### src/rtl/upn_pkg.sv
package upn_pkg;

    localparam int QUEUE_DEPTH = 4;
    localparam int QUEUE_AW    = $clog2(QUEUE_DEPTH);
    localparam int CFG_IDX_W   = 1;

    localparam logic [1:0] KIND_DATA = 2'd0;
    localparam logic [1:0] KIND_END  = 2'd1;
    localparam logic [1:0] KIND_BAD  = 2'd2;

    localparam logic [CFG_IDX_W-1:0] CFG_EXTRA_ALLOWED = 1'd0;
    localparam logic [CFG_IDX_W-1:0] CFG_LOWERCASE     = 1'd1;

    localparam logic [7:0] CH_PERCENT = 8'h25;

    typedef struct packed {
        logic [7:0] ch;
        logic       start_req;
        logic       at_end;
    } item_t;

    typedef struct packed {
        logic [7:0] out_byte;
        logic [1:0] kind;
        logic       stopped_on_char;
        logic       end_of_run;
    } result_t;

    typedef struct packed {
        logic [3:0] extra_allowed;
        logic       lowercase_mode;
    } cfg_t;

    // one queued command: a single result, or a re-encoded escape of three
    typedef struct packed {
        logic       triple;
        logic [7:0] byte_val;
        logic [1:0] kind;
        logic       stopped;
        logic [7:0] hex_hi;
        logic [7:0] hex_lo;
    } cmd_t;

    typedef struct packed {
        logic valid;
        cmd_t cmd;
    } cmd_req_t;

endpackage

### src/rtl/upn_front.sv
module upn_front (
    input  logic             clk,
    input  logic             rst_n,
    input  upn_pkg::cfg_t    cfg,
    input  logic             item_valid,
    output logic             item_stall,
    input  upn_pkg::item_t   item,
    input  logic             queue_full,
    output upn_pkg::cmd_req_t push
);
    import upn_pkg::*;

    localparam logic [1:0] PH_PLAIN = 2'd0;
    localparam logic [1:0] PH_HEX1  = 2'd1;
    localparam logic [1:0] PH_HEX2  = 2'd2;
    localparam logic [1:0] PH_DONE  = 2'd3;

    function automatic logic is_allowed(input logic [7:0] c, input logic [3:0] extra);
        logic unres;
        logic sub;
        logic ext;
        unres = (c >= 8'h61 && c <= 8'h7a) || (c >= 8'h41 && c <= 8'h5a) ||
                (c >= 8'h30 && c <= 8'h39) || c == 8'h2d || c == 8'h2e ||
                c == 8'h5f || c == 8'h7e;
        // ! $ & ' ( ) * + , ; =
        sub = c == 8'h21 || c == 8'h24 || (c >= 8'h26 && c <= 8'h2c) ||
              c == 8'h3b || c == 8'h3d;
        ext = (c == 8'h40 && extra[0]) || (c == 8'h3a && extra[1]) ||
              (c == 8'h2f && extra[2]) || (c == 8'h3f && extra[3]);
        return unres || sub || c == CH_PERCENT || ext;
    endfunction

    function automatic logic is_hex(input logic [7:0] c);
        return (c >= 8'h30 && c <= 8'h39) || (c >= 8'h61 && c <= 8'h66) ||
               (c >= 8'h41 && c <= 8'h46);
    endfunction

    function automatic logic [3:0] hex_value(input logic [7:0] c);
        logic [3:0] v;
        if (c >= 8'h30 && c <= 8'h39)
        begin
            v = c[3:0];
        end
        else if (is_hex(c))
        begin
            v = c[3:0] + 4'd9;
        end
        else
        begin
            v = 4'd0;
        end
        return v;
    endfunction

    function automatic logic [7:0] hex_upper(input logic [7:0] c);
        return (c >= 8'h61 && c <= 8'h66) ? (c - 8'h20) : c;
    endfunction

    logic [1:0] phase_reg, phase_next;
    logic [3:0] high_nibble_reg, high_nibble_next;
    logic [7:0] first_hex_reg, first_hex_next;

    logic       take;
    logic [1:0] phase_eff;
    logic [7:0] decoded;
    logic       bad_digit;

    assign item_stall = queue_full;
    assign take       = item_valid && !queue_full;
    assign phase_eff  = item.start_req ? PH_PLAIN : phase_reg;
    assign decoded    = {high_nibble_reg, hex_value(item.ch)};
    assign bad_digit  = item.at_end || !is_hex(item.ch);

    always_comb
    begin
        phase_next       = phase_reg;
        high_nibble_next = high_nibble_reg;
        first_hex_next   = first_hex_reg;
        push             = '0;
        if (take)
        begin
            phase_next = phase_eff;
            unique case (phase_eff)
                PH_PLAIN:
                begin
                    if (item.at_end)
                    begin
                        push.valid    = 1'b1;
                        push.cmd.kind = KIND_END;
                        phase_next    = PH_DONE;
                    end
                    else if (item.ch == CH_PERCENT)
                    begin
                        phase_next = PH_HEX1;
                    end
                    else if (is_allowed(item.ch, cfg.extra_allowed))
                    begin
                        push.valid        = 1'b1;
                        push.cmd.kind     = KIND_DATA;
                        push.cmd.byte_val = item.ch;
                        if (cfg.lowercase_mode && item.ch >= 8'h41 && item.ch <= 8'h5a)
                        begin
                            push.cmd.byte_val = item.ch + 8'h20;
                        end
                    end
                    else
                    begin
                        push.valid       = 1'b1;
                        push.cmd.kind    = KIND_END;
                        push.cmd.stopped = 1'b1;
                        phase_next       = PH_DONE;
                    end
                end
                PH_HEX1:
                begin
                    if (bad_digit)
                    begin
                        push.valid       = 1'b1;
                        push.cmd.kind    = KIND_BAD;
                        push.cmd.stopped = !item.at_end;
                        phase_next       = PH_DONE;
                    end
                    else
                    begin
                        high_nibble_next = hex_value(item.ch);
                        first_hex_next   = hex_upper(item.ch);
                        phase_next       = PH_HEX2;
                    end
                end
                PH_HEX2:
                begin
                    push.valid = 1'b1;
                    if (bad_digit)
                    begin
                        push.cmd.kind    = KIND_BAD;
                        push.cmd.stopped = !item.at_end;
                        phase_next       = PH_DONE;
                    end
                    else
                    begin
                        push.cmd.kind = KIND_DATA;
                        phase_next    = PH_PLAIN;
                        if (decoded != CH_PERCENT && is_allowed(decoded, cfg.extra_allowed))
                        begin
                            push.cmd.byte_val = decoded;
                        end
                        else
                        begin
                            // keep the escape, hex digits forced to upper case
                            push.cmd.triple = 1'b1;
                            push.cmd.hex_hi = first_hex_reg;
                            push.cmd.hex_lo = hex_upper(item.ch);
                        end
                    end
                end
                PH_DONE:
                begin
                    phase_next = PH_DONE;
                end
                default:
                begin
                    phase_next = PH_DONE;
                end
            endcase
        end
    end

    always_ff @(posedge clk or negedge rst_n)
    begin
        if (!rst_n)
        begin
            phase_reg       <= PH_PLAIN;
            high_nibble_reg <= 4'd0;
            first_hex_reg   <= 8'd0;
        end
        else
        begin
            phase_reg       <= phase_next;
            high_nibble_reg <= high_nibble_next;
            first_hex_reg   <= first_hex_next;
        end
    end

endmodule

### src/rtl/upn_queue.sv
module upn_queue (
    input  logic              clk,
    input  logic              rst_n,
    input  upn_pkg::cmd_req_t push,
    output logic              full,
    input  logic              pop,
    output upn_pkg::cmd_req_t head
);
    import upn_pkg::*;

    cmd_t                mem [QUEUE_DEPTH];
    logic [QUEUE_AW-1:0] wr_ptr_reg, wr_ptr_next;
    logic [QUEUE_AW-1:0] rd_ptr_reg, rd_ptr_next;
    logic [QUEUE_AW:0]   count_reg, count_next;
    logic                do_push;
    logic                do_pop;

    assign full       = count_reg == QUEUE_AW'(0) + (QUEUE_AW+1)'(QUEUE_DEPTH);
    assign head.valid = count_reg != '0;
    assign head.cmd   = mem[rd_ptr_reg];
    assign do_push    = push.valid && !full;
    assign do_pop     = pop && head.valid;

    always_comb
    begin
        wr_ptr_next = do_push ? wr_ptr_reg + 1'b1 : wr_ptr_reg;
        rd_ptr_next = do_pop ? rd_ptr_reg + 1'b1 : rd_ptr_reg;
        count_next  = count_reg;
        if (do_push && !do_pop)
        begin
            count_next = count_reg + 1'b1;
        end
        else if (do_pop && !do_push)
        begin
            count_next = count_reg - 1'b1;
        end
    end

    always_ff @(posedge clk)
    begin
        if (do_push)
        begin
            mem[wr_ptr_reg] <= push.cmd;
        end
    end

    always_ff @(posedge clk or negedge rst_n)
    begin
        if (!rst_n)
        begin
            wr_ptr_reg <= '0;
            rd_ptr_reg <= '0;
            count_reg  <= '0;
        end
        else
        begin
            wr_ptr_reg <= wr_ptr_next;
            rd_ptr_reg <= rd_ptr_next;
            count_reg  <= count_next;
        end
    end

endmodule

### src/rtl/upn_back.sv
module upn_back (
    input  logic              clk,
    input  logic              rst_n,
    input  upn_pkg::cmd_req_t head,
    output logic              pop,
    output logic              result_valid,
    input  logic              result_stall,
    output upn_pkg::result_t  result
);
    import upn_pkg::*;

    logic [1:0] idx_reg, idx_next;
    logic       valid_reg, valid_next;
    result_t    result_reg, result_next;
    logic       load;
    logic       take;
    logic       last;

    assign load = !valid_reg || !result_stall;
    assign take = load && head.valid;
    assign last = !head.cmd.triple || idx_reg == 2'd2;
    assign pop  = take && last;

    always_comb
    begin
        idx_next    = idx_reg;
        valid_next  = valid_reg;
        result_next = result_reg;
        if (load)
        begin
            valid_next = head.valid;
        end
        if (take)
        begin
            idx_next                = last ? 2'd0 : idx_reg + 2'd1;
            result_next.kind        = head.cmd.kind;
            result_next.stopped_on_char = head.cmd.stopped;
            result_next.end_of_run  = last;
            if (head.cmd.triple)
            begin
                case (idx_reg)
                    2'd0:    result_next.out_byte = CH_PERCENT;
                    2'd1:    result_next.out_byte = head.cmd.hex_hi;
                    default: result_next.out_byte = head.cmd.hex_lo;
                endcase
            end
            else
            begin
                result_next.out_byte = head.cmd.byte_val;
            end
        end
    end

    always_ff @(posedge clk or negedge rst_n)
    begin
        if (!rst_n)
        begin
            idx_reg   <= 2'd0;
            valid_reg <= 1'b0;
        end
        else
        begin
            idx_reg   <= idx_next;
            valid_reg <= valid_next;
        end
    end

    always_ff @(posedge clk)
    begin
        result_reg <= result_next;
    end

    assign result_valid = valid_reg;
    assign result       = result_reg;

endmodule

### src/rtl/uri_pchar_percent_normalizer.sv
// Normalises a run of URI pchar characters, one character per request.
// Item channel: item_valid / item_stall / item {ch, start_req, at_end}.
// Result channel: result_valid / result_stall / result
//   {out_byte, kind, stopped_on_char, end_of_run}; each item gives 0 to 3
//   results, end_of_run marking the last one of that item.
// Config channel: cfg_valid / cfg_ready / cfg_index / cfg_data; index 0 is the
//   extra-allowed mask, index 1 lowercase mode. cfg_ready is always high.
// Throughput: one item per cycle while the queue is not full. The front end
//   classifies an item in the cycle it is taken; a 4-entry command queue feeds
//   the back end, which sends one result per cycle while result_stall is low.
//   A re-encoded escape holds it for its three results. An accepted item's
//   command is queued first, then its results pass the output register.
// item_stall rises only while the queue is full; a stalled result holds in
//   the output register while the front end keeps taking items.
// Reset: empty queue, no valid result, collecting phase, mask 3, no lowercase.
module uri_pchar_percent_normalizer (
    input  logic                              clk,
    input  logic                              rst_n,
    input  logic                              item_valid,
    output logic                              item_stall,
    input  upn_pkg::item_t                    item,
    output logic                              result_valid,
    input  logic                              result_stall,
    output upn_pkg::result_t                  result,
    input  logic                              cfg_valid,
    output logic                              cfg_ready,
    input  logic [upn_pkg::CFG_IDX_W-1:0]     cfg_index,
    input  logic [3:0]                        cfg_data
);
    import upn_pkg::*;

    cfg_t     cfg_reg, cfg_next;
    cmd_req_t push;
    cmd_req_t head;
    logic     queue_full;
    logic     pop;

    assign cfg_ready = 1'b1;

    always_comb
    begin
        cfg_next = cfg_reg;
        if (cfg_valid)
        begin
            unique case (cfg_index)
                CFG_EXTRA_ALLOWED: cfg_next.extra_allowed  = cfg_data;
                CFG_LOWERCASE:     cfg_next.lowercase_mode = cfg_data[0];
                default:           cfg_next = cfg_reg;
            endcase
        end
    end

    always_ff @(posedge clk or negedge rst_n)
    begin
        if (!rst_n)
        begin
            cfg_reg.extra_allowed  <= 4'd3;
            cfg_reg.lowercase_mode <= 1'b0;
        end
        else
        begin
            cfg_reg <= cfg_next;
        end
    end

    upn_front u_front (
        .clk        (clk),
        .rst_n      (rst_n),
        .cfg        (cfg_reg),
        .item_valid (item_valid),
        .item_stall (item_stall),
        .item       (item),
        .queue_full (queue_full),
        .push       (push)
    );

    upn_queue u_queue (
        .clk   (clk),
        .rst_n (rst_n),
        .push  (push),
        .full  (queue_full),
        .pop   (pop),
        .head  (head)
    );

    upn_back u_back (
        .clk          (clk),
        .rst_n        (rst_n),
        .head         (head),
        .pop          (pop),
        .result_valid (result_valid),
        .result_stall (result_stall),
        .result       (result)
    );

    // an end or error result always closes its request
    assert property (@(posedge clk) disable iff (!rst_n)
        result_valid && result.kind != KIND_DATA |-> result.end_of_run)
        else $error("end/error result without end_of_run");

    assert property (@(posedge clk) disable iff (!rst_n)
        result_valid && result.kind != KIND_DATA |-> result.out_byte == 8'd0)
        else $error("non-data result carries a byte");

    assert property (@(posedge clk) disable iff (!rst_n)
        result_valid && result.kind == KIND_DATA |-> !result.stopped_on_char)
        else $error("data result flagged as stopped");

    // a taken result that does not end its escape is followed by a further valid result
    assert property (@(posedge clk) disable iff (!rst_n)
        result_valid && !result_stall && !result.end_of_run |=> result_valid)
        else $error("escape sequence broken off");

endmodule

### config.mk
export PLATFORM = sky130hd
export DESIGN_NAME = uri_pchar_percent_normalizer
export DESIGN_NICKNAME = d
export VERILOG_FILES = /design/src/rtl/upn_pkg.sv /design/src/rtl/upn_front.sv /design/src/rtl/upn_queue.sv /design/src/rtl/upn_back.sv /design/src/rtl/uri_pchar_percent_normalizer.sv
export SDC_FILE = /design/constraint.sdc
export NUM_CORES = 1
export LEC_CHECK = 0
export BUFFER_PORTS_ARGS = -buffer_cell sky130_fd_sc_hd__buf_2
export CAP_MARGIN = 20
export CORE_ASPECT_RATIO = 0.9
export CORE_MARGIN = 4
export CORE_UTILIZATION = 55
export CTS_CLUSTER_DIAMETER = 120
export DETAILED_ROUTE_END_ITERATION = 16
export GPL_TIMING_DRIVEN = 0
export PLACE_DENSITY = 0.75
export SLEW_MARGIN = 40
export SYNTH_ARGS = -nofsm -noshare
export SYNTH_HDL_FRONTEND = slang
export SYNTH_SLANG_ARGS = --single-unit
### constraint.sdc
create_clock -name clk -period 2.5 [get_ports clk]
set_input_delay 0.375 -clock clk [delete_from_list [all_inputs] [get_ports clk]]
set_output_delay 0.375 -clock clk [all_outputs]
set_load 0.02 [all_outputs]
Yosys cells after proc, flatten, opt, wreduce, memory -nomap -nowiden
Memory sizes are Yosys's and may differ from the RTL's. Index checks and enable logic that the tools add are counted. Widths: inputs -> output; s select.

Register bits: 41. Memories: 1. Memory bits (writable): 112.

Multiplexer cells: 42. Add/sub/neg operators: 8. Reductions and logical operators: 80. Bitwise logic cells: 2. $lt $le $gt $ge: 18. Equal/unequal tests: 33.

Memories: u_queue.mem (words 4, width 28, read ports 1, clocked after memory_dff 0, wr ports 1, line upn_queue.sv:11) `cmd_t mem [QUEUE_DEPTH];`.

Operators with widths (count): $eq 8x6->1 const B (20); $eq 8x7->1 const B (6); $le 8x7->1 const B (6); $mux 16 (3); $mux 8 (6); $logic_or 1x1->1 (37); $ge 8x6->1 const B (4); $ge 8x7->1 const B (4); $le 8x6->1 const B (4); $pmux 8 s2 (2); $mux 29 (1); $logic_and 1x1->1 (28); $mux 2 (8); $mux 1 (12); $mux 11 (1); $mux 3 (3); $mux 9 (1); $pmux 3 s3 (1); $add 8x6->8 const B (1); $logic_not 1->1 (8); $mux 4 (2); $ne 8x6->1 const B (1); $pmux 2 s4 (1); $sub 8x6->8 const B (1); 14 further kinds (22).

Logic depth before layout (Yosys ltp)
Gate-level depths: netlist of run 1.

Word-level depth: 27. Gate-level depth with buffers: 16. Mapped depth without buffers: 15.

Cells and area by module
Synthesis of run 1 repeated with hierarchy kept, for this count alone.

Cell total of the unflattened synthesis: 568. Area, all modules: 7798.7 µm².

Modules (own cells, without submodules): upn_queue (area an instance 4471.8 µm², cells an instance 181, seq. area each 3538.4 µm², times used 1); upn_front (area an instance 2363.5 µm², cells an instance 312, seq. area each 350.3 µm², times used 1); upn_back (area an instance 747.0 µm², cells an instance 61, seq. area each 435.4 µm², times used 1); uri_pchar_percent_normalizer (area an instance 216.5 µm², cells an instance 14, seq. area each 127.6 µm², times used 1).

Least setup slack after synthesis of run 1
No wires, ideal clock.

Path kind: input -> register. Start: input port item[3] (netlist bit). End: memory u_queue.mem[0][0] (netlist bit) (enable). Data required time: 2113 ps. Path buffers: 1. Library setup time: 387 ps. Arrival: 3377 ps. Slack: -1265 ps. Stages: 11. Path through: buf_1 > inv_1 > ha_1 > nor4b_4 > a21o_1 > o22ai_4 > nor2_4 > nor2_1 > o21a_1 > nor3_1 > and2_1.

Longest elaborated chain between the ends: 12. Elaborated cells between the ends (all ways): 22. Those cells by class: 6 x order compare; 1 x eq/ne; 7 x mux; 8 x reduce/logical.

RTL lines: start: declaration (line uri_pchar_percent_normalizer.sv:21) `input upn_pkg::item_t item,`; $ge 8x6->1, or another cell as far along (line upn_front.sv:34) `return (c >= 8'h30 && c <= 8'h39) || (c >= 8'h61 && c <= 8'h66) ||`; $logic_and 1x1->1 (line upn_front.sv:34); $logic_or 1x1->1 (2 in series) (line upn_front.sv:34); $logic_not 1->1 (line upn_front.sv:72) `assign bad_digit = item.at_end || !is_hex(item.ch);`; $logic_or 1x1->1 (line upn_front.sv:72); $mux 1 (line upn_front.sv:116) `if (bad_digit)`; $pmux 1 s3 * (line upn_front.sv:83) `unique case (phase_eff)`; $mux 29 * (line upn_front.sv:80) `if (take)`; $logic_and 1x1->1 * (line upn_queue.sv:21) `assign do_push = push.valid && !full;`; net u_queue.do_push (line upn_queue.sv:15) `logic do_push;`; $mux 1 * (line upn_queue.sv:41) `if (do_push)`; $mux 1 (implied by the code) * (line upn_queue.sv:43) `mem[wr_ptr_reg] <= push.cmd;`; end: declaration (line upn_queue.sv:11).

The timed path passes the listed nets; every way through them passes the cells marked *.

==> metrics.md, run 1 <==
| Metric | Value |
|---|---|
| Hold path cells | 2 |
| Worst reg2reg endpoint | u_queue.count_reg[1] |
| Initial antenna violation count | 0 |
| Dpl cells | 719 |
| Final clock skew | between 0.009 and 0.01 ns |
| Slew Limit Fails | 0 |
| Share of Yosys cell area claimed by the top area cell type | 50.6% |
| TritonCTS clock tree | done |
| Hold Vio Cnt, Final | 0 |
| Crit Path Class | input port to register |
| Drt pass-1 iters | 5 |
| Die area | 15,300 µm² |
| Synth area leaders | edfxtp_1 (51%), dfrtp_1 (9.2%), mux4_2 (8.6%), ha_1 (2.7%), mux2_2 (2.3%) |
| Layout cells sized above 1 | between 40 and 50% |
| Final Cell Area | 9510 µm² |
| Status | finished with violations |
| Antenna viol nets, final | 0 |
| CP Launch Type | input port |
| Worst reg-to-reg path cell count | 7 |
| Synth area leader | edfxtp_1 |
| CTS root buf | clkbuf_16 |
| First-pass GRT wire length | a little over 30,000 µm |
| CP required | 2.74 ns |
| Failing checks | setup timing |
| Pre-CTS setup slack | -1.28 ns |
| Worst-skew pair later-pin latency | 0.43 ns |
| Iter 0 DRT Violations | between 500 and 600 |
| Die Y | 118 µm |
| Non-filler cells, final | 821 |
| Least-Margin Pin Slew | around 0.73 ns |
| Worst reg-to-reg setup slack | -0.14 ns |
| Net count, final | between 600 and 700 |
| Vias | 5,222 |
| Static Leak | 0.00359 µW |
| Synth Flop Type | edfxtp_1 |
| Area after DPL | 8000 µm² |
| YS warnings | 0 |
| Pwr dens | 953 nW/µm² |
| Worst Hold Class | input port to register |
| H-tree Lvls | 4 |
| Gpl congestion | 0.890 |
| Min Hold Slack | 0.185 ns |
| # setup viols final | 214 |
| Die W | roughly 130 µm |
| Syn Inst Count | 522 |
| RSZ-0062 raised after global routing | true |
| Flip-flop count of the largest register after layout | roughly 110 |
| Beginning of the worst hold path | cfg_data[2] |
| RR Startpoint | u_queue.rd_ptr_reg[0] |
| Fmax | around 340 MHz |
| Post-DR wirelength/cell | 24.8 µm |
| Max-cap violations | 0 |
| I/O Buffers | 33 |
| Initial Utilization | 57.1% |
| Slack of the critical path | -0.444 ns |
| GR Util All Layers | 27.4% |
| CP Capture Type | register |
| VDD IR max | 585 µV |
| Grt ovf | 0 |
| CTS sink count | 153 |
| Number of global-route vias before repair | roughly 5,300 |
| Asr flop ratio synth | between 10% and 20% |
| Area grow syn2layout | 29.3% |
| Synth unique cells | 75 |
| Crit. Startpoint | item[3] |
| Detailed Place HPWL | 11,000 µm |
| Drt via density | roughly 6.4 |
| Syn avg cell area | 14.1 µm² |
| # rows | 39 |
| Largest net degree at the start of global routing | 30 |
| CP max FO | 4 |
| CTS buffer count | 17 |
| TNS Setup | -57.78 ns |
| Seq cells post-synth | 153 |
| Ant. Diodes | 0 |
| IO Count | 35 |
| Slew HR | about half |
| Synthesized area | 7360 µm² |
| Clk pin slew, worst setup/hold paths | 0.06 ns |
| Number of synthesized flops with an enable pin | 124 |
| Routed WL | 20,300 µm |
| Seq/Total Area, Yosys | 60.5% |
| Critical path arrival | 3.18 ns |
| Final Critical Period | 2.94 ns |
| # DRC | 0 |
| Area of the core | between 10,000 and 15,000 µm² |
| Final Cycle Share | 118% |
| Hold endpoint | cfg_reg[3] |
| Clock Tree Buf Depth | 2 |
| Syn nets | 559 |
Yosys cell counts (5+ instances only):
cell,n
mux2_2,15
dfrtp_1,27
buf_2,7
o21ai_1,5
clkbuf_1,14
ha_1,16
inv_1,16
nor2_1,38
a22oi_1,6
nand3_1,6
edfxtp_1,124
xnor2_1,6
mux4_2,28
nor3_1,17
and2_1,17
o21ai_0,12
nand2_1,26
a21oi_1,31
nor2b_1,10
worst max path at each step:
stage | to | slack, ns | cells past startpoint
2_1_floorplan | u_queue.count_reg[2] | -0.65 | 16
3_3_place_gp | u_queue.mem[0][6] | -1.26 | 12
5_1_grt | u_queue.count_reg[2] | -0.55 | 18
6_report | u_queue.mem[1][19] | -0.44 | 18
3_5_place_dp | u_queue.mem[0][6] | -1.28 | 12
4_1_cts | u_queue.mem[1][11] | -0.37 | 16
per-layer routing:
metal	wire (µm)	track usage, %	part of all wire (%)	vias up
li1	-	-	-	2288
met1	7710	36.2	38	2583
met2	10200	44.5	50	289
met3	1670	5.76	8.2	62
met4	744	10.8	3.7	0
met5	0	0	0	-
cell families (layout without fill, tap and decap cells):
logic type                 Yosys count  after routing  synth area share (%)
DFF                                153            153                  60.5
AOI/OAI and AO/OA                  103            104                  10.2
buffers and inverters               46            168                  2.87
and+or+nand+nor                    148            160                  11.2
muxes                               45             45                  11.1
other                                1              1                0.0510
adders and majority gates           17             17                  2.99
xor gates and xnor gates             9              9                  1.07
cells in the final DEF (no fill, tap or decap), types with 6 or more instances in the layout:
| master | count |
|---|---|
| a22oi_1 | 6 |
| o21ai_4 | 6 |
| buf_12 | 6 |
| buf_2 | 35 |
| edfxtp_1 | 124 |
| mux4_2 | 28 |
| inv_1 | 14 |
| buf_6 | 13 |
| and2_4 | 26 |
| clkbuf_16 | 17 |
| mux2_2 | 14 |
| o21ai_0 | 7 |
| nor3_4 | 7 |
| dfrtp_1 | 27 |
| xnor2_1 | 6 |
| nand2_1 | 26 |
| nor3_1 | 9 |
| nand3_1 | 6 |
| nor2b_1 | 8 |
| buf_4 | 46 |
| nor2_1 | 35 |
| ha_1 | 11 |
| a21oi_1 | 30 |
| clkbuf_1 | 9 |
what timing repair did:
| action | 4_1_cts | 5_1_grt |
|---|---|---|
| pin swaps | 33 | 25 |
| hold buffers | 0 | 1 |
| gates cloned | 14 | 0 |
| hold endpoints to repair | 0 | 27 |
| gates resized for setup | 65 | 20 |
| setup endpoints to repair | 238 | 237 |
| setup buffers | 49 | 12 |
power breakdown:
group / switching (µW) / leakage (µW) / internal [µW] / total, µW
Combinational: 1690 / 0.00171 / 1230 / 2920
Clock: 1040 / 0.000293 / 1610 / 2650
Sequential: 227 / 0.00159 / 3260 / 3490
Total: 2960 / 0.00359 / 6100 / 9060
per-stage QoR:
step | power (µW) | util, %
6_report | 9060 | 73.8
5_1_grt | 9430 | 73.8
3_5_place_dp | 5890 | 62.1
3_3_place_gp | 5790 | 62.0
4_1_cts | 9000 | 72.7
2_1_floorplan | 5210 | -
area by class of cell:
class,count,area [µm²]
plain buffers,27,193
clock buffers,19,443
clock inverters,13,164
fillers,797,3370
inverters,17,83.8
multi-input cells,336,3220
flip-flops and latches,153,4450
well taps,164,205
repair buffers,92,748
worst max-delay path: stages:
cell      delay [ns]
buf_12          0.08
buf_12          0.10
inv_8           0.04
ha_4            0.16
nor4b_4         0.31
a21o_1          0.26
buf_6           0.14
o22ai_4         0.08
a22oi_2         0.21
buf_4           0.16
nor4b_2         0.04
a2111o_1        0.41
nand4_4         0.16
buf_12          0.13
buf_12          0.11
nand2_8         0.06
buf_12          0.16
o21ai_2         0.21
Note: power is estimated with default switching activity, not from simulation.
==> inputs of run 2 (changes only) <==
- CORE_UTILIZATION: 55 -> 56
- PLACE_DENSITY: 0.75 -> 0.76
- SYNTH_HIERARCHICAL: default -> 1
==> metrics.md, run 2 <==
| Metric | Value |
|---|---|
| Dpl cells | 767 |
| IO Count | 35 |
| YS warnings | 6 |
| Syn nets | 606 |
| Gate power share | a little under a third |
| Final Critical Period | 3.24 ns |
| TritonCTS clock tree | done |
| Clk pin slew, worst setup/hold paths | 0.07 ns |
| CP Launch Type | input port |
| Critical path arrival | around 3.4 ns |
| Iter 0 DRT Violations | 710 |
| Clock Tree Buf Depth | 2 |
| Non-filler cells, final | approximately 860 |
| Flip-flop count of the largest register after layout | about 110 |
| Seq cells post-synth | 153 |
| Slack of the critical path | -0.741 ns |
| Worst-skew pair later-pin latency | 0.42 ns |
| Die area | 15,900 µm² |
| Crit Path Class | input port to register |
| # DRC | 0 |
| Net Sw Frac | between 30 and 40% |
| Hold Vio Cnt, Final | 0 |
| Syn avg cell area | 13.7 µm² |
| Net count, final | 714 |
| I/O Buffers | 31 |
| Fmax | 309 MHz |
| Status | finished with violations |
| Die Y | 120 µm |
| Top cells by count, synth | edfxtp_1 (124), nand2_1 (41), nor2_1 (30) |
| TNS Setup | -94.93 ns |
| CTS sink count | 153 |
| CTS root buf | clkbuf_16 |
| Most common cell after layout, fill and taps aside | edfxtp_1 |
| Static Leak | 0.00368 µW |
| CP required | 2.67 ns |
| Flop pwr share | 39.3% |
| Final Cycle Share | 130% |
| CTS buffer count | 17 |
| Pwr dens | 864 nW/µm² |
| Initial Utilization | 57.7% |
| Ant. Diodes | 0 |
| Synth area leader | edfxtp_1 |
| Cts hold-fix bufs | 0 |
| GR Util All Layers | 26.1% |
| Detailed Place HPWL | 12,000 µm |
| Antenna viol nets, final | 0 |
| H-tree Lvls | 4 |
| Synth area leaders | edfxtp_1 (48%), dfrtp_1 (8.7%), mux4_2 (8.1%), ha_1 (2.7%), nand2_1 (2.0%) |
| CP max FO | 5 |
| Number of synthesized flops with an enable pin | approximately 120 |
| Synth unique cells | 91 |
| Share of Yosys cell area claimed by the top area cell type | between 40 and 50% |
| Asr flop ratio synth | 19.0% |
| # setup viols final | around 230 |
| Synthesized area | 7800 µm² |
| Vias | 5,469 |
| Worst Hold Class | input port to async pin |
| Drt pass-1 iters | 6 |
| First-pass GRT wire length | 31,400 µm |
| Slew HR | 49.4% |
| Switching power | 2690 µW |
| Largest net degree at the start of global routing | 30 |
| P_int | between 5000 and 6000 µW |
| Gpl congestion | ~0.91 |
| Seq/Total Area, Yosys | 57.1% |
| Grt ovf | 0 |
| VDD IR max | 504 µV |
| Area after DPL | ~8500 µm² |
| Layout cells sized above 1 | 39.5% |
| Number of global-route vias before repair | 5,590 |
| Area grow syn2layout | 28.0% |
| Max-cap violations | 0 |
| Pre-CTS setup slack | -1.76 ns |
| Synth Flop Type | edfxtp_1 |
| Routed WL | 20,400 µm |
| Syn Inst Count | 568 |
| Initial antenna violation count | 0 |
| Clock share of power | 29.4% |
| RSZ-0062 raised after global routing | true |
| CP Capture Type | register |
| Area of the core | 13,500 µm² |
| Slew Limit Fails | 0 |
| Die W | ~130 µm |
| Least-Margin Pin Slew | 0.759 ns |
| # rows | 40 |
| Filler Cell Count | approximately 840 |
| Failing checks | setup timing |
| Cell with the most instances after synthesis | edfxtp_1 |
| Drt via density | around 6.4 |
| Post-DR wirelength/cell | 23.8 µm |
| Most frequent cells in the layout | edfxtp_1 (124), buf_4 (44), nand2_1 (40) |
| Final Cell Area | 9980 µm² |
| Final clock skew | ~0.017 ns |
==> run 2: cell count changes after synthesis, sizes merged, moves of 6 or more <==
cell | before | now
nand2 | 27 | 41
mux2 | 15 | 8
a21oi | 31 | 18
or3b | 1 | 8
nor3 | 18 | 8
nand2b | 3 | 9
buf | 15 | 25
nor4 | 4 | 23
a22oi | 8 | 2
mux2i | 2 | 8
and2 | 17 | 8
inv | 16 | 27
nor2 | 41 | 31
==> run 2: layout make-up <==
class | instances | area, µm² | share of cell area, %
inverter | 27 | 130 | 1.30
clock inverter | 9 | 116 | 1.17
tap | 168 | 210 | 2.11
timing repair buffer | 84 | 697 | 6.98
multi-input combinational | 359 | 3640 | 36.4
clock buffer | 22 | 464 | 4.65
sequential | 153 | 4450 | 44.6
buffer | 34 | 277 | 2.77
==> run 2: path summary, 6_finish.rpt <==
| check | cells past startpoint | slack, ns | end | start |
|---|---|---|---|---|
| worst max-delay path | 17 | -0.74 | u_queue/mem[2][2] | item[2] |
| worst min-delay path | 1 | 0.02 | u_front/phase_reg[0] | rst_n |
| worst max register to register | 11 | -0.42 | u_queue/mem[1][10] | u_front/high_nibble_reg[3] |
| worst min register to register | 2 | 0.49 | u_front/first_hex_reg[4] | u_front/first_hex_reg[4] |
| max in group asynchronous | 1 | 1.98 | u_queue/wr_ptr_reg[1] | rst_n |
| min in group clk | 2 | 0.18 | cfg_reg[4] | cfg_data[3] |
==> run 2: critical path, stage by stage <==
cell and delay (ns):
buf_8 0.08, clkbuf_16 0.14, inv_16 0.04, ha_4 0.15, nor4b_4 0.12, buf_4 0.15, nor4_4 0.44, a21oi_4 0.11
buf_6 0.15, a211oi_4 0.23, buf_6 0.14, or2b_1 0.25, a311oi_4 0.36, or3_4 0.28, buf_12 0.15, nor4_4 0.04
buf_4 0.17
==> run 2: cells by family (layout without fill, tap and decap cells) <==
| family | Yosys count | count (layout) | share of synthesized area, % |
|---|---|---|---|
| buf+inv | 63 | 176 | 4.09 |
| simple gates | 178 | 185 | 14.4 |
| mux | 44 | 44 | 10.4 |
| flops | 153 | 153 | 57.1 |
| other cells | 1 | 1 | 0.0481 |
| xor+xnor | 10 | 10 | 1.12 |
| fa+ha+maj | 18 | 18 | 2.98 |
| compound gates | 101 | 101 | 9.95 |
==> run 2: through the flow <==
stage	total power (µW)	utilization [%]	hold WS, ns
floorplan	5210	-	0.0794
global route	9000	73.9	0.0524
finish	8630	73.9	0.0220
global placement	5780	62.6	0.461
detailed placement	5890	62.7	0.471
CTS	8620	72.9	0.0280
==> run 2: layer usage <==
| layer | global-route usage [%] | wire length (µm) |
|---|---|---|
| met2 | 45.4 | 10600 |
| met5 | 0 | 0 |
| met3 | 5.07 | 1350 |
| met4 | 7.92 | 440 |
| met1 | 33.3 | 8010 |
==> run 2: power by group through the flow <==
stage	registers (µW)	clock network (µW)	logic (µW)
after floorplan	3530	0	1680
after global placement	3410	0	2370
after detailed placement	3440	0	2450
after CTS	3390	2550	2680
after global routing	3420	2690	2890
final	3390	2540	2700
==> run 2: what timing repair did <==
item | 4_1_cts | 5_1_grt
setup endpoints to repair | 242 | 237
buffers inserted | 49 | 12
pin swaps | 42 | 16
gates resized for setup | 78 | 16
gates cloned | 8 | 0
hold endpoints to repair | 0 | 0
==> inputs of run 3 (changes only) <==
--- a/config.mk
+++ b/config.mk
@@ -6,5 +6,5 @@
 export NUM_CORES = 1
 export LEC_CHECK = 0
-export BUFFER_PORTS_ARGS = -buffer_cell sky130_fd_sc_hd__buf_2
+export BUFFER_PORTS_ARGS = -buffer_cell sky130_fd_sc_hd__clkbuf_2
 export CAP_MARGIN = 20
 export CORE_ASPECT_RATIO = 0.9
==> constraint.sdc (replaced) <==
create_clock -name clk -period 2.5 [get_ports clk]
set_input_delay 0 -clock clk [delete_from_list [all_inputs] [get_ports clk]]
set_output_delay 0 -clock clk [all_outputs]
set_load 0.02 [all_outputs]
==> metrics.md, run 3 (same netlist as run 2, synthesis figures left out) <==
| Metric | Value |
|---|---|
| Net Sw Frac | roughly 32% |
| Flip-flop count of the largest register after layout | ~110 |
| I/O Buffers | 31 |
| FF/Latch Area | 4450 µm² |
| First-pass GRT wire length | about 31,000 µm |
| Initial Utilization | 57.7% |
| Worst reg-to-reg setup slack | -0.22 ns |
| Drt pass-1 iters | 5 |
| Detailed Place HPWL | 12,200 µm |
| CTS buffer count | 17 |
| Min Hold Slack | 0.0226 ns |
| Failing checks | setup timing |
| Slack of the critical path | -0.405 ns |
| Critical path arrival | 3.10 ns |
| IO Count | 35 |
| Max-cap violations | 0 |
| Final clock skew | 0.0172 ns |
| # DRC | 0 |
| RSZ-0062 raised after global routing | true |
| Crit. Startpoint | item[2] |
| Filler Cell Count | about 850 |
| Slew Limit Fails | 0 |
| Net count, final | 724 |
| Gate power share | between 30% and 40% |
| P_int | 5890 µW |
| Fmax | between 300 and 400 MHz |
| GR Util All Layers | 26.1% |
| CTS root buf | clkbuf_16 |
| CP endpoint | u_queue/mem[3][8] |
| Gpl congestion | ~0.91 |
| RR Startpoint | u_front/high_nibble_reg[0] |
| Clock Tree Buf Depth | 2 |
| Flop pwr share | 39.2% |
| CTS sink count | around 150 |
| Layout cells sized above 1 | 37.2% |
| Drt via density | 6.32 |
| Hold Vio Cnt, Final | 0 |
| Status | finished with violations |
| Antenna viol nets, final | 0 |
| Area grow syn2layout | 28.3% |
| H-tree Lvls | 4 |
| Post-Route Utilization | 74.0% |
| Worst reg2reg endpoint | u_queue/mem[3][8] |
| Vias | 5,480 |
| Slew HR | a little under half |
| Iter 0 DRT Violations | between 700 and 800 |
| Worst Hold Class | input port to register |
| Routed WL | 20,700 µm |
| Most frequent cells in the layout | edfxtp_1 (124), buf_4 (43), nand2_1 (40) |
| Die Y | 120 µm |
| Initial antenna violation count | 0 |
| Grt ovf | 0 |
| Clk pin slew, worst setup/hold paths | about 0.06 ns |
| Static Leak | 0.00372 µW |
| Die W | 132 µm |
| CP max FO | 6 |
| # setup viols final | 98 |
| # rows | 40 |
| Largest net degree at the start of global routing | 30 |
| CP Capture Type | register |
| Clock share of power | 28.4% |
| Pwr dens | 870 nW/µm² |
| Most common cell after layout, fill and taps aside | edfxtp_1 |
| Worst-skew pair later-pin latency | roughly 0.42 ns |
| Area occupied by multi-input gates | 3600 µm² |
| Post-DR wirelength/cell | 23.9 µm |
| Die area | about 16,000 µm² |
| Area of the core | between 10,000 and 15,000 µm² |
| CP required | 2.69 ns |
| Ant. Diodes | 0 |
| TritonCTS clock tree | done |
| Number of global-route vias before repair | approximately 5,500 |
| Pwr Total | 8710 µW |
| Worst reg-to-reg path cell count | 9 |
| VDD IR max | 448 µV |
| CP Launch Type | input port |
| Crit Path Class | input port to register |
| Least-Margin Pin Slew | 0.812 ns |
| Switching power | 2820 µW |
| Final Critical Period | 2.91 ns |
| Final Cycle Share | 116% |
-- run 3: area by class of cell --
cell class	count	area share (%)
clock inverters	11	1.13
plain buffers	33	2.91
multi-input cells	364	36.0
repair buffers	90	7.57
flip-flops and latches	153	44.5
clock buffers	21	4.50
inverters	27	1.30
well taps	168	2.10
-- run 3: power groups by stage --
stage / combinational (µW) / sequential [µW] / clock (µW)
global placement: 2370 / 3420 / 0
global route: 3000 / 3450 / 2640
floorplan: 1680 / 3530 / 0
finish: 2820 / 3410 / 2470
CTS: 2720 / 3410 / 2490
detailed placement: 2440 / 3450 / 0
-- run 3: timing repair --
item / CTS / global route
endpoints found under the setup margin: 225 / 219
hold buffers: 12 / 0
endpoints found under the hold margin: 35 / 0
pin swaps: 30 / 9
gates cloned: 4 / 9
setup buffers: 44 / 7
resized for setup: 66 / 16
-- run 3: how the worst min path moves through the flow --
stage | start | end | cells past startpoint
3_5_place_dp | rst_n | u_front/phase_reg[0] | 1
2_1_floorplan | rst_n | cfg_reg[0] | 0
4_1_cts | cfg_index | cfg_reg[1] | 3
5_1_grt | cfg_index | cfg_reg[1] | 3
3_3_place_gp | rst_n | u_front/high_nibble_reg[3] | 1
6_report | cfg_index | cfg_reg[1] | 3
-- run 3: stage by stage --
step | TNS (ns) | area (µm²) | std cells | setup WS, ns
2_1_floorplan | -62.56 | 8100 | 568 | -0.457
3_3_place_gp | -229.12 | 8460 | 767 | -1.26
3_5_place_dp | -232.96 | 8470 | 767 | -1.38
4_1_cts | -16.69 | 9880 | 857 | -0.319
5_1_grt | -34.90 | 10000 | 867 | -0.487
6_report | -25.82 | 10000 | 867 | -0.405
-- run 3: metal layers --
| layer | wire length [µm] | vias to the layer above | track usage [%] | part of all wire (%) |
|---|---|---|---|---|
| met2 | 10900 | 263 | 45.5 | 52 |
| met3 | 1380 | 35 | 5.70 | 6.7 |
| met5 | 0 | - | 0 | 0 |
| li1 | - | 2446 | - | - |
| met4 | 403 | 0 | 8.12 | 1.9 |
| met1 | 8050 | 2736 | 32.9 | 39 |
-- run 3: critical path, cell delays in order --
cell	delay, ns
clkbuf_16	0.13
clkbuf_16	0.16
inv_16	0.06
ha_4	0.12
nor4b_4	0.21
buf_4	0.18
a31oi_4	0.14
a21oi_4	0.27
buf_12	0.15
o21ai_4	0.06
a2111oi_4	0.29
buf_4	0.18
buf_4	0.12
a221oi_4	0.06
or2_1	0.26
buf_12	0.16
buf_12	0.14
nor4_4	0.41
